## config.mk

```make
export PLATFORM = sky130hd
export DESIGN_NAME = first_fit_block_allocator_top
export DESIGN_NICKNAME = d
export VERILOG_FILES = /design/src/design/ffba_pkg.sv /design/src/design/first_fit_block_allocator_top.sv /design/src/design/ffba_table.sv /design/src/design/ffba_room.sv /design/src/design/ffba_ctrl.sv
export SDC_FILE = /design/constraint.sdc
export NUM_CORES = 1
export LEC_CHECK = 0
export ABC_AREA = 1
export BUFFER_PORTS_ARGS = -buffer_cell sky130_fd_sc_hd__buf_2
export CAP_MARGIN = 5
export CORE_MARGIN = 5
export CORE_UTILIZATION = 46
export CTS_CLUSTER_DIAMETER = 80
export CTS_CLUSTER_SIZE = 8
export DETAILED_ROUTE_END_ITERATION = 7
export PLACE_DENSITY_LB_ADDON = 0.12
export SLEW_MARGIN = 10
export SYNTH_ARGS = -nofsm -noshare
export SYNTH_HDL_FRONTEND = slang
export SYNTH_SLANG_ARGS = --single-unit
```

## constraint.sdc

```tcl
create_clock -name clk -period 14.55 [get_ports clk]
set_input_delay 2.1825 -clock clk [delete_from_list [all_inputs] [get_ports clk]]
set_output_delay 2.1825 -clock clk [all_outputs]
set_load 0.01 [all_outputs]
```

## src/design/ffba_pkg.sv

```systemverilog
`timescale 1ns / 1ps

package ffba_pkg;

	localparam int ARENA_BYTES_DEF  = 256;
	localparam int HEADER_BYTES_DEF = 16;
	localparam int MAX_BLOCKS_DEF   = 16;

	localparam int LEN_W  = 8;
	localparam int PORT_W = 8;

	typedef enum logic {
		REQ_ALLOC = 1'b0,
		REQ_FREE  = 1'b1
	} req_type_t;

	typedef enum logic [1:0] {
		ST_OK       = 2'd0,
		ST_NOSPACE  = 2'd1,
		ST_NOTFOUND = 2'd2
	} status_t;

	typedef struct packed {
		req_type_t             req_type;
		logic [LEN_W-1:0]      alloc_size;
		logic [PORT_W-1:0]     release_address;
	} in_t;

	typedef struct packed {
		logic [PORT_W-1:0]     payload_address;
		status_t               status;
	} out_t;

	typedef enum logic [3:0] {
		S_IDLE,
		S_A_LIM,
		S_A_REUSE,
		S_A_GAP,
		S_INS_RD,
		S_INS_WR,
		S_F_CMP,
		S_R_RD,
		S_R_WR,
		S_DONE
	} state_t;

endpackage

```

## src/design/first_fit_block_allocator_top.sv

```systemverilog
`timescale 1ns / 1ps
// Allocate: per block walked, a limit read, a reuse check and a gap check; on insert,
// entries shift up by a read and a write each. Free: one compare per block searched,
// then on unlink entries shift down by a read and a write each. A new request is
// taken only when idle; the walk and the shift share one table read port, the walk
// one gap compare. A result is registered when the sequencer is done and output is free.
// Reset: one empty block at address 0; other table entries stay unwritten until used.

module first_fit_block_allocator_top #(
	parameter int ARENA_BYTES  = ffba_pkg::ARENA_BYTES_DEF,
	parameter int HEADER_BYTES = ffba_pkg::HEADER_BYTES_DEF,
	parameter int MAX_BLOCKS   = ffba_pkg::MAX_BLOCKS_DEF
) (
	input  logic           clk,
	input  logic           arst_n,
	input  logic           in_valid,
	output logic           in_stall,
	input  ffba_pkg::in_t  in_data,
	output logic           out_valid,
	input  logic           out_stall,
	output ffba_pkg::out_t out_data
);

	import ffba_pkg::*;

	logic busy;
	logic res_valid;
	logic out_free;
	out_t res;
	out_t out_q;
	logic out_valid_q;

	assign in_stall  = busy;
	assign out_free  = !out_valid_q || !out_stall;
	assign out_valid = out_valid_q;
	assign out_data  = out_q;

	ffba_ctrl #(
		.ARENA_BYTES  (ARENA_BYTES),
		.HEADER_BYTES (HEADER_BYTES),
		.MAX_BLOCKS   (MAX_BLOCKS)
	) u_ctrl (
		.clk       (clk),
		.arst_n    (arst_n),
		.start     (in_valid && !busy),
		.req       (in_data),
		.busy      (busy),
		.res_valid (res_valid),
		.res_take  (out_free),
		.res       (res)
	);

	always_ff @(posedge clk or negedge arst_n) begin
		if (!arst_n) begin
			out_valid_q <= 1'b0;
		end else if (res_valid && out_free) begin
			out_valid_q <= 1'b1;
		end else if (!out_stall) begin
			out_valid_q <= 1'b0;
		end
	end

	always_ff @(posedge clk) begin
		if (res_valid && out_free) begin
			out_q <= res;
		end
	end

	a_busy_after_transfer: assert property (@(posedge clk) disable iff (!arst_n)
		(in_valid && !in_stall) |=> in_stall)
		else $error("input taken while a request is in progress");

	a_out_valid_hold: assert property (@(posedge clk) disable iff (!arst_n)
		(out_valid && out_stall) |=> out_valid)
		else $error("stalled result dropped");

	a_out_data_hold: assert property (@(posedge clk) disable iff (!arst_n)
		(out_valid && out_stall) |=> $stable(out_data))
		else $error("stalled result changed");

endmodule

```

## src/design/ffba_table.sv

```systemverilog
`timescale 1ns / 1ps

module ffba_table #(
	parameter int DEPTH = 16,
	parameter int AW    = 8,
	parameter int LW    = 8
) (
	input  logic                     clk,
	input  logic                     we,
	input  logic [$clog2(DEPTH)-1:0] waddr,
	input  logic [AW-1:0]            wstart,
	input  logic [LW-1:0]            wlen,
	input  logic [$clog2(DEPTH)-1:0] raddr,
	output logic [AW-1:0]            rstart,
	output logic [LW-1:0]            rlen
);

	logic [AW-1:0] start_mem [DEPTH];
	logic [LW-1:0] len_mem   [DEPTH];
	logic [AW-1:0] rstart_q;
	logic [LW-1:0] rlen_q;

	always_ff @(posedge clk) begin
		if (we) begin
			start_mem[waddr] <= wstart;
			len_mem[waddr]   <= wlen;
		end
		rstart_q <= start_mem[raddr];
		rlen_q   <= len_mem[raddr];
	end

	assign rstart = rstart_q;
	assign rlen   = rlen_q;

endmodule

```

## src/design/ffba_room.sv

```systemverilog
`timescale 1ns / 1ps

module ffba_room #(
	parameter int CW = 10
) (
	input  logic [CW-1:0] from_addr,
	input  logic [CW-1:0] to_addr,
	input  logic [CW-1:0] need,
	output logic          fit
);

	logic [CW-1:0] span;

	assign span = to_addr - from_addr;
	assign fit  = (to_addr >= from_addr) && (span >= need);

endmodule

```

## src/design/ffba_ctrl.sv

```systemverilog
`timescale 1ns / 1ps

module ffba_ctrl #(
	parameter int ARENA_BYTES  = 256,
	parameter int HEADER_BYTES = 16,
	parameter int MAX_BLOCKS   = 16
) (
	input  logic         clk,
	input  logic         arst_n,
	input  logic         start,
	input  ffba_pkg::in_t req,
	output logic         busy,
	output logic         res_valid,
	input  logic         res_take,
	output ffba_pkg::out_t res
);

	import ffba_pkg::*;

	localparam int IW   = $clog2(MAX_BLOCKS);
	localparam int CNTW = $clog2(MAX_BLOCKS + 1);
	localparam int AW   = $clog2(ARENA_BYTES);
	localparam int CW   = $clog2(ARENA_BYTES + 2 * HEADER_BYTES + 512);

	state_t state_q, state_d;

	logic [IW-1:0]    idx_q, idx_d;
	logic [IW-1:0]    k_q, k_d;
	logic [CNTW-1:0]  count_q, count_d;
	logic [LEN_W-1:0] len0_q, len0_d;
	logic [AW-1:0]    cur_start_q, cur_start_d;
	logic [LEN_W-1:0] cur_len_q, cur_len_d;
	logic [AW-1:0]    nxt_start_q, nxt_start_d;
	logic [LEN_W-1:0] nxt_len_q, nxt_len_d;
	logic [CW-1:0]    lim_q, lim_d;
	logic [AW-1:0]    new_start_q, new_start_d;
	in_t              req_q, req_d;
	out_t             res_q, res_d;

	logic             mem_we;
	logic [IW-1:0]    mem_waddr;
	logic [AW-1:0]    mem_wstart;
	logic [LEN_W-1:0] mem_wlen;
	logic [IW-1:0]    mem_raddr;
	logic [AW-1:0]    rd_start;
	logic [LEN_W-1:0] rd_len;

	logic [CW-1:0]    room_from, room_to, room_need;
	logic             room_fit;

	logic [CNTW-1:0]  idx_p1, k_p1;
	logic             has_next;
	logic [CW-1:0]    pay_addr, end_addr, free_addr, rel_w;

	ffba_table #(
		.DEPTH (MAX_BLOCKS),
		.AW    (AW),
		.LW    (LEN_W)
	) u_table (
		.clk    (clk),
		.we     (mem_we),
		.waddr  (mem_waddr),
		.wstart (mem_wstart),
		.wlen   (mem_wlen),
		.raddr  (mem_raddr),
		.rstart (rd_start),
		.rlen   (rd_len)
	);

	ffba_room #(
		.CW (CW)
	) u_room (
		.from_addr (room_from),
		.to_addr   (room_to),
		.need      (room_need),
		.fit       (room_fit)
	);

	assign idx_p1    = CNTW'(idx_q) + CNTW'(1);
	assign k_p1      = CNTW'(k_q) + CNTW'(1);
	assign has_next  = idx_p1 < count_q;
	assign pay_addr  = CW'(cur_start_q) + CW'(HEADER_BYTES);
	assign end_addr  = pay_addr + CW'(cur_len_q);
	assign rel_w     = CW'(req_q.release_address);
	assign free_addr = CW'(req.release_address) - CW'(HEADER_BYTES);

	assign busy      = (state_q != S_IDLE);
	assign res_valid = (state_q == S_DONE);
	assign res       = res_q;

	always_ff @(posedge clk or negedge arst_n) begin
		if (!arst_n) begin
			state_q <= S_IDLE;
			count_q <= CNTW'(1);
			len0_q  <= '0;
		end else begin
			state_q <= state_d;
			count_q <= count_d;
			len0_q  <= len0_d;
		end
	end

	always_ff @(posedge clk) begin
		idx_q       <= idx_d;
		k_q         <= k_d;
		cur_start_q <= cur_start_d;
		cur_len_q   <= cur_len_d;
		nxt_start_q <= nxt_start_d;
		nxt_len_q   <= nxt_len_d;
		lim_q       <= lim_d;
		new_start_q <= new_start_d;
		req_q       <= req_d;
		res_q       <= res_d;
	end

	always_comb begin
		state_d     = state_q;
		idx_d       = idx_q;
		k_d         = k_q;
		count_d     = count_q;
		len0_d      = len0_q;
		cur_start_d = cur_start_q;
		cur_len_d   = cur_len_q;
		nxt_start_d = nxt_start_q;
		nxt_len_d   = nxt_len_q;
		lim_d       = lim_q;
		new_start_d = new_start_q;
		req_d       = req_q;
		res_d       = res_q;
		mem_we      = 1'b0;
		mem_waddr   = idx_q;
		mem_wstart  = cur_start_q;
		mem_wlen    = req_q.alloc_size;
		mem_raddr   = IW'(idx_p1);
		room_from   = pay_addr;
		room_to     = lim_q;
		room_need   = CW'(req_q.alloc_size);

		unique case (state_q)
			S_IDLE: begin
				if (start) begin
					req_d                 = req;
					res_d.payload_address = '0;
					idx_d                 = '0;
					mem_raddr             = IW'(1);
					if (req.req_type == REQ_ALLOC) begin
						cur_start_d = '0;
						cur_len_d   = len0_q;
						state_d     = S_A_LIM;
					end else if (CW'(req.release_address) < CW'(HEADER_BYTES)) begin
						res_d.status = ST_NOTFOUND;
						state_d      = S_DONE;
					end else if (free_addr == '0) begin
						len0_d       = '0;
						res_d.status = ST_OK;
						state_d      = S_DONE;
					end else if (count_q > CNTW'(1)) begin
						idx_d   = IW'(1);
						state_d = S_F_CMP;
					end else begin
						res_d.status = ST_NOTFOUND;
						state_d      = S_DONE;
					end
				end
			end
			S_A_LIM: begin
				lim_d       = has_next ? CW'(rd_start) : CW'(ARENA_BYTES);
				nxt_start_d = rd_start;
				nxt_len_d   = rd_len;
				state_d     = S_A_REUSE;
			end
			S_A_REUSE: begin
				if (cur_len_q == '0 && room_fit) begin
					if (idx_q == '0) begin
						len0_d = req_q.alloc_size;
					end else begin
						mem_we = 1'b1;
					end
					res_d.payload_address = pay_addr[PORT_W-1:0];
					res_d.status          = ST_OK;
					state_d               = S_DONE;
				end else begin
					state_d = S_A_GAP;
				end
			end
			S_A_GAP: begin
				room_from = end_addr;
				room_need = CW'(req_q.alloc_size) + CW'(HEADER_BYTES);
				mem_raddr = IW'(idx_p1 + CNTW'(1));
				if (count_q < CNTW'(MAX_BLOCKS) && room_fit) begin
					new_start_d           = AW'(end_addr);
					res_d.payload_address = PORT_W'(end_addr + CW'(HEADER_BYTES));
					res_d.status          = ST_OK;
					k_d                   = IW'(count_q - CNTW'(1));
					state_d               = S_INS_RD;
				end else if (has_next) begin
					cur_start_d = nxt_start_q;
					cur_len_d   = nxt_len_q;
					idx_d       = IW'(idx_p1);
					state_d     = S_A_LIM;
				end else begin
					res_d.status = ST_NOSPACE;
					state_d      = S_DONE;
				end
			end
			S_INS_RD: begin
				mem_raddr = k_q;
				if (k_q > idx_q) begin
					state_d = S_INS_WR;
				end else begin
					mem_we     = 1'b1;
					mem_waddr  = IW'(idx_p1);
					mem_wstart = new_start_q;
					count_d    = count_q + CNTW'(1);
					state_d    = S_DONE;
				end
			end
			S_INS_WR: begin
				mem_we     = 1'b1;
				mem_waddr  = IW'(k_p1);
				mem_wstart = rd_start;
				mem_wlen   = rd_len;
				k_d        = k_q - IW'(1);
				state_d    = S_INS_RD;
			end
			S_F_CMP: begin
				if (CW'(rd_start) == rel_w - CW'(HEADER_BYTES)) begin
					k_d     = idx_q;
					state_d = S_R_RD;
				end else if (has_next) begin
					idx_d = IW'(idx_p1);
				end else begin
					res_d.status = ST_NOTFOUND;
					state_d      = S_DONE;
				end
			end
			S_R_RD: begin
				mem_raddr = IW'(k_p1);
				if (k_p1 < count_q) begin
					state_d = S_R_WR;
				end else begin
					count_d      = count_q - CNTW'(1);
					res_d.status = ST_OK;
					state_d      = S_DONE;
				end
			end
			S_R_WR: begin
				mem_we     = 1'b1;
				mem_waddr  = k_q;
				mem_wstart = rd_start;
				mem_wlen   = rd_len;
				k_d        = IW'(k_p1);
				state_d    = S_R_RD;
			end
			S_DONE: begin
				if (res_take) begin
					state_d = S_IDLE;
				end
			end
			default: begin
				state_d = S_IDLE;
			end
		endcase
	end

	a_count_range: assert property (@(posedge clk) disable iff (!arst_n)
		count_q != '0 && count_q <= CNTW'(MAX_BLOCKS))
		else $error("block count out of range");

	a_count_step: assert property (@(posedge clk) disable iff (!arst_n)
		(count_q != $past(count_q)) |->
		($past(state_q) == S_INS_RD || $past(state_q) == S_R_RD))
		else $error("block count changed outside insert or remove");

	a_ins_room: assert property (@(posedge clk) disable iff (!arst_n)
		(state_q == S_INS_WR) |-> (count_q < CNTW'(MAX_BLOCKS)))
		else $error("insert shift with full table");

endmodule
```

## Word level (Yosys, flattened, before mapping)

Memory sizes are Yosys's and may differ from the RTL's. A register that Yosys moved wholly into a read port is not among the register bits.
Index checks and enable logic that the tools add are counted.

| operators by class | value |
|---|---|
| eq/ne operators | 30 |
| mux-type cells | 78 |
| bitwise logic cells | 0 |
| add/subtract/negate cells | 13 |
| reductions and logical operators | 32 |
| $mul | 0 |
| divide/modulo/power cells | 0 |
| $lt $le $gt $ge | 8 |
| shift operators | 0 |

Operator list:

| cell | count |
|---|---|
| $mux 8 | 17 |
| $mux 4 | 23 |
| $pmux 8 s2 | 4 |
| $mux 10 | 4 |
| $pmux 4 s10 | 1 |
| $pmux 4 s4 | 2 |
| $pmux 4 s3 | 2 |
| $pmux 8 s3 | 1 |
| $ge 10x10->1 | 2 |
| $add 8x5->9 const B | 2 |
| $mux 2 | 9 |
| $ne 2x1->1 const B | 9 |
| $sub 8x5->9 const B | 2 |
| $eq 4x3->1 const B | 4 |
| $ne 2x2->1 const B | 8 |
| $add 4x1->5 const B | 2 |
| $add 9x8->10 | 1 |
| $eq 8x10->1 | 1 |
| $logic_not 10->1 | 1 |
| $lt 5x5->1 | 2 |
| $mux 5 | 2 |
| $pmux 2 s5 | 1 |
| $pmux 5 s2 | 1 |
| $sub 10x10->10 | 1 |
| other kinds (33) | 59 |

| word-level totals | value |
|---|---|
| bits in read-only memories | 0 |
| flip-flop bits (word level) | 112 |
| word-level logic and storage cells | 182 |
| output and inout bits | 12 |
| memories kept | 2 |
| bits in writable memories | 256 |
| input bits | 21 |
| bits in latches | 0 |

Memory list:

| name | words | bits a word | read ports | clocked after memory_dff | wr ports | RTL line | text |
|---|---|---|---|---|---|---|---|
| u_ctrl.u_table.len_mem | 16 | 8 | 1 | 1 | 1 | ffba_table.sv:19 | `logic [LW-1:0] len_mem [DEPTH];` |
| u_ctrl.u_table.start_mem | 16 | 8 | 1 | 1 | 1 | ffba_table.sv:18 | `logic [AW-1:0] start_mem [DEPTH];` |

## Logic depth before layout (Yosys ltp)

| depth | value |
|---|---|
| word-level depth | 11 |
| gate-level depth with buffers | 28 |
| depth with buffers taken out | 28 |

## Cells and area by module

Synthesis repeated with hierarchy kept, for this count alone.

| second synthesis, totals | value |
|---|---|
| cells, all modules | 1968 |
| area, all modules | 18671.7 µm² |

By module, submodules not included:

| module | area an instance (µm²) | cells an instance | instances |
|---|---|---|---|
| ffba_table | 11388.4 | 1076 | 1 |
| ffba_ctrl | 6084.6 | 719 | 1 |
| ffba_room | 849.6 | 156 | 1 |
| first_fit_block_allocator_top | 349.1 | 17 | 1 |

## Worst setup path before layout

No wires, ideal clock.

| timing path | value |
|---|---|
| kind | flip-flop to flip-flop |
| start point | register u_ctrl.cur_start_q[0] |
| end point | register u_ctrl.cur_len_q[0], enable pin |
| data arrival time | 4.653 ns |
| library setup time | 0.409 ns |
| slack | 9.488 ns |
| cell stages (with the launch flop) | 24 |
| buffers on the path | 0 |
| path through | edfxtp_1 ha_1 inv_1 fa_1 o21ai_0 xor2_1 nand2_1 o21ai_0 ha_1 a21oi_1 o21ai_0 xor2_1 ha_1 nand2_1 inv_1 a21oi_1 nand2_1 nand2_1 nand2_1 nand2_1 nand2_1 nand4_1 inv_1 nor3_1 |

| on the way | value |
|---|---|
| word-level cells in the longest chain between the ends | 9 |
| elaborated cells on any way between the ends | 10 |

Ends and longest elaborated chain:

| item | RTL line | text |
|---|---|---|
| start: declaration | ffba_ctrl.sv:31 | `logic [AW-1:0] cur_start_q, cur_start_d;` |
| start signal: assignment | ffba_ctrl.sv:106 | `cur_start_q <= cur_start_d;` |
| $add 8x5->9 * | ffba_ctrl.sv:82 | `assign pay_addr = CW'(cur_start_q) + CW'(HEADER_BYTES);` |
| $add 9x8->10 | ffba_ctrl.sv:83 | `assign end_addr = pay_addr + CW'(cur_len_q);` |
| $mux 10 * | ffba_ctrl.sv:139 | `unique case (state_q)` |
| $sub 10x10->10 | ffba_room.sv:14 | `assign span = to_addr - from_addr;` |
| $ge 10x10->1 | ffba_room.sv:15 | `assign fit = (to_addr >= from_addr) && (span >= need);` |
| $logic_and 1x1->1 * | ffba_room.sv:15 |  |
| $logic_and 1x1->1 * | ffba_ctrl.sv:190 | `if (count_q < CNTW'(MAX_BLOCKS) && room_fit) begin` |
| $ne 2x2->1 (no line) * | - |  |
| $reduce_and 5->1 (no line) * | - |  |
| end signal: assignment | ffba_ctrl.sv:107 | `cur_len_q <= cur_len_d;` |
| end: declaration | ffba_ctrl.sv:32 | `logic [LEN_W-1:0] cur_len_q, cur_len_d;` |

Mark *: on every way between the ends. The rest lies on a longest branch, timed or not.
A chain may end at the register's enable or synchronous reset.

## Final worst setup path

| timing path | value |
|---|---|
| start point | register u_ctrl.cur_start_q[0] |
| end point | memory u_ctrl.u_table.start_mem[0][7], enable pin |

| on the way | value |
|---|---|
| word-level cells in the longest chain between the ends | 11 |
| elaborated cells on any way between the ends | 12 |

Ends and longest elaborated chain:

| item | RTL line | text |
|---|---|---|
| $add 8x5->9 * | ffba_ctrl.sv:82 |  |
| $add 9x8->10 | ffba_ctrl.sv:83 |  |
| $mux 10 * | ffba_ctrl.sv:139 |  |
| $sub 10x10->10 | ffba_room.sv:14 |  |
| $ge 10x10->1 | ffba_room.sv:15 |  |
| $logic_and 1x1->1 * | ffba_room.sv:15 |  |
| $logic_and 1x1->1 * | ffba_ctrl.sv:173 | `if (cur_len_q == '0 && room_fit) begin` |
| $mux 1 * | ffba_ctrl.sv:173 |  |
| $pmux 1 s3 * | ffba_ctrl.sv:139 |  |
| $mux 1 * | ffba_table.sv:24 | `if (we) begin` |
| $mux 1 (implied by the code) * | ffba_table.sv:25 | `start_mem[waddr] <= wstart;` |
| end: declaration | ffba_table.sv:18 |  |

Marked as above.

==> flow_summary.json <==
{
  "num_vias": 12400,
  "cp.arrival_ns": 5.81,
  "syn-num-nets": 1787,
  "grt_pass1_vias": 11950,
  "synth_cells": 1713,
  "num_antenna_cells": 0,
  "cts_tree": "built",
  "cts_buffers": 54,
  "syn_area_um2": 17780,
  "r2r_slack_ns": 8.94,
  "rr_endpoint": "u_ctrl.u_table.start_mem[0][7]",
  "critPathCaptureType": "register",
  "multi_input_area_um2": 5619,
  "grt-ovfl-total": 0,
  "rr_worst_depth": 24,
  "period_needed_ns": 5.612,
  "holdCritStartpoint": "u_ctrl.res[9]",
  "max_freq_ghz": 0.1782,
  "ys.flop_type": "edfxtp_1",
  "finalWorstSetupSlack_ns": 8.938,
  "htreeDepth": 2,
  "drcViolationCount": 0,
  "synth-seq-cells": 383,
  "relSlewSlack_pct": 21.80,
  "finalCritPeriodShare_pct": 38.57,
  "hold_buffers": 0,
  "hold_depth": 0,
  "cp_slowest_cell": "nor2_2",
  "n_fill_cell": 3465,
  "async_flop_share_pct": 4.700,
  "required_ns": 14.75,
  "design.die.area_um2": 42680,
  "path_max_fanout": 16,
  "area_delta_synth_final_pct": 13.17,
  "holdPathEnd": "out_data[9]",
  "cpMostUsedCell": "nand2_1",
  "cp_top_family": "simple AND/OR/NAND/NOR gates",
  "grt_max_degree": 81,
  "fp-row-count": 72,
  "min_path_type": "reg2reg",
  "hold_viol": 0,
  "die_h_um": 206.6,
  "floorplan.initialDensity_pct": 46.22,
  "rsz0062_at_grt": "no",
  "synth.yosys.seq_area_share_pct": 63.29,
  "cts_resized": 0,
  "reg2reg_from": "u_ctrl.cur_start_q[0]",
  "dpl.hpwl_um": 33850,
  "grt_util_all_layers_pct": 23.57,
  "post_cts_buffers": 0,
  "maxSlewViolCount": 0,
  "wl_per_cell_um": 21.58,
  "root_buffer": "clkbuf_16",
  "worst_clock_skew_ns": 0.03377,
  "die_w_um": 206.6,
  "insertion_delay_ns": 0.61,
  "core_um2": 38470,
  "wirelength_um": 50080,
  "synth_area_per_cell_um2": 10.38,
  "final_nets": 1843,
  "cap_violations": 0,
  "fin_setup_tns_ns": 0,
  "grt_pass1_wl_um": 74640,
  "regArea_um2": 11250,
  "synth-edff-count": 349,
  "tightest_slew_ns": 1.172,
  "dp_cells": 2231,
  "port_buffers": 32,
  "antenna_found_initial": 0,
  "routed_via_density": 5.345,
  "fin_cells": 2320,
  "startpoint_type": "register",
  "setup_viol": 0,
  "crit_buf_inv": 1,
  "clock_sink_count": 383,
  "drt_first_pass_iters": 8,
  "clock_path_buffers": 3,
  "ant_nets": 0,
  "ys_warn_count": 0,
  "path_cells": "ha_1 -> inv_1 -> fa_1 -> o21ai_0 -> xor2_1 -> nand2_1 -> o21ai_0 -> ha_1 -> a21oi_1 -> o21ai_0 -> xor2_1 -> ha_1 -> nand2_1 -> nor2_1 -> nand2_1 -> nand2_1 -> nand2_1 -> nand2_1 -> nand2_1 -> nand2_1 -> nand4_1 -> nand2_1 -> nand3_1 -> nor2_2",
  "first_iter_violations": 1104,
  "critPathKind": "reg2reg",
  "place_ws_ns": 9.020,
  "slowest_delay_ns": 0.82,
  "ys_types": 45,
  "io_pins": 33,
  "status": "finished clean",
  "gp_congestion": 0.9596,
  "clk_pin_slew_worst_paths_ns": 0.05,
  "drive_gt1_share_pct": 9.101
}
[routing by layer]
layer	global-route usage [%]	wire length [µm]	vias to the layer above
met5	0	0	-
met1	31.93	21630	5962
met4	7.866	1623	0
met2	39.64	24020	405
met3	3.078	2802	93
li1	-	-	5940
[cells by family (layout without fill, tap and decap cells)]
| logic type | Yosys count | after routing | share of synthesized area (%) |
|---|---|---|---|
| compound gates | 190 | 190 | 6.714 |
| flops | 383 | 383 | 63.29 |
| simple gates | 808 | 808 | 18.56 |
| fa+ha+maj | 53 | 53 | 3.814 |
| buf+inv | 239 | 328 | 5.658 |
| xor+xnor | 40 | 40 | 1.970 |
[worst max path at each step]
| stage | startpoint | endpoint | slack, ns | depth (start not counted) |
|---|---|---|---|---|
| 3_5_place_dp | u_ctrl.cur_start_q[0] | u_ctrl.u_table.len_mem[5][4] | 9.02 | 24 |
| 4_1_cts | u_ctrl.cur_start_q[0] | u_ctrl.u_table.start_mem[0][3] | 8.98 | 24 |
| 6_report | u_ctrl.cur_start_q[0] | u_ctrl.u_table.start_mem[0][7] | 8.94 | 24 |
| 3_3_place_gp | u_ctrl.cur_start_q[0] | u_ctrl.u_table.len_mem[5][4] | 9.07 | 24 |
| 5_1_grt | u_ctrl.cur_start_q[0] | u_ctrl.u_table.start_mem[0][3] | 8.45 | 24 |
| 2_1_floorplan | u_ctrl.cur_start_q[0] | u_ctrl.cur_len_q[0] | 9.49 | 23 |
[cells in the mapped netlist (all sizes together), types with 7 or more instances]
cell | count | share of area [%]
ha | 51 | 3.6
o22ai | 7 | 0.25
nor2 | 181 | 3.9
inv | 177 | 3.7
a21oi | 29 | 0.90
edfxtp | 349 | 59
o21ai | 71 | 2.0
nand2 | 468 | 10
xnor2 | 16 | 0.79
o211ai | 58 | 2.4
xor2 | 24 | 1.2
nand3 | 134 | 3.8
o221ai | 7 | 0.34
clkbuf | 18 | 0.38
buf | 43 | 1.5
dfxtp | 16 | 1.8
nand4 | 16 | 0.56
dfrtp | 17 | 2.4
[worst reg2reg max path, stage by stage (launching register included)]
cell and delay, ns:
edfxtp_1 0.37, ha_1 0.17, inv_1 0.07, fa_1 0.46
o21ai_0 0.29, xor2_1 0.27, nand2_1 0.10, o21ai_0 0.12
ha_1 0.32, a21oi_1 0.20, o21ai_0 0.17, xor2_1 0.17
ha_1 0.31, nand2_1 0.07, nor2_1 0.10, nand2_1 0.06
nand2_1 0.06, nand2_1 0.05, nand2_1 0.05, nand2_1 0.04
nand2_1 0.21, nand4_1 0.13, nand2_1 0.24, nand3_1 0.37
nor2_2 0.83
[state kept, by name, indices dropped and copies added (netlist names), 9 cells and up]
name,cells
u_ctrl.lim_q,9
u_ctrl.res,10
out_data,10
u_ctrl.u_table.start_mem,128
u_ctrl.u_table.len_mem,128
[cell usage in the layout, fill, tap and decap left out, types with 17 or more instances in the layout]
master and count:
buf_4 29, o21ai_0 58, dfrtp_1 17, a21oi_1 27, nand3_1 134, nand2_1 462, clkbuf_1 30, ha_1 51
nor2_2 19, edfxtp_1 349, o211ai_1 58, clkbuf_16 54, xor2_1 24, buf_2 32, nor2_1 160, inv_1 171
[per-stage QoR]
| stage | instance area (µm²) | hold slack, ns | util (%) |
|---|---|---|---|
| floorplan | 17780 | 0.4003 | - |
| global placement | 18570 | 0.4003 | 48.26 |
| detailed placement | 18570 | 0.4066 | 48.26 |
| CTS | 20120 | 0.4153 | 52.31 |
| global route | 20120 | 0.4269 | 52.31 |
| finish | 20120 | 0.4140 | 52.31 |
[layout make-up]
| cell class | count | area share [%] |
|---|---|---|
| Multi-Input combinational cell | 1091 | 27.93 |
| Tap cell | 518 | 3.221 |
| Inverter | 178 | 3.321 |
| Timing Repair Buffer | 61 | 1.878 |
| Clock inverter | 4 | 0.3855 |
| Sequential cell | 383 | 55.92 |
| Clock buffer | 85 | 7.344 |
Power is not shown: default switching activity piles up to over one toggle a cycle in this logic, so the estimate is an artifact.
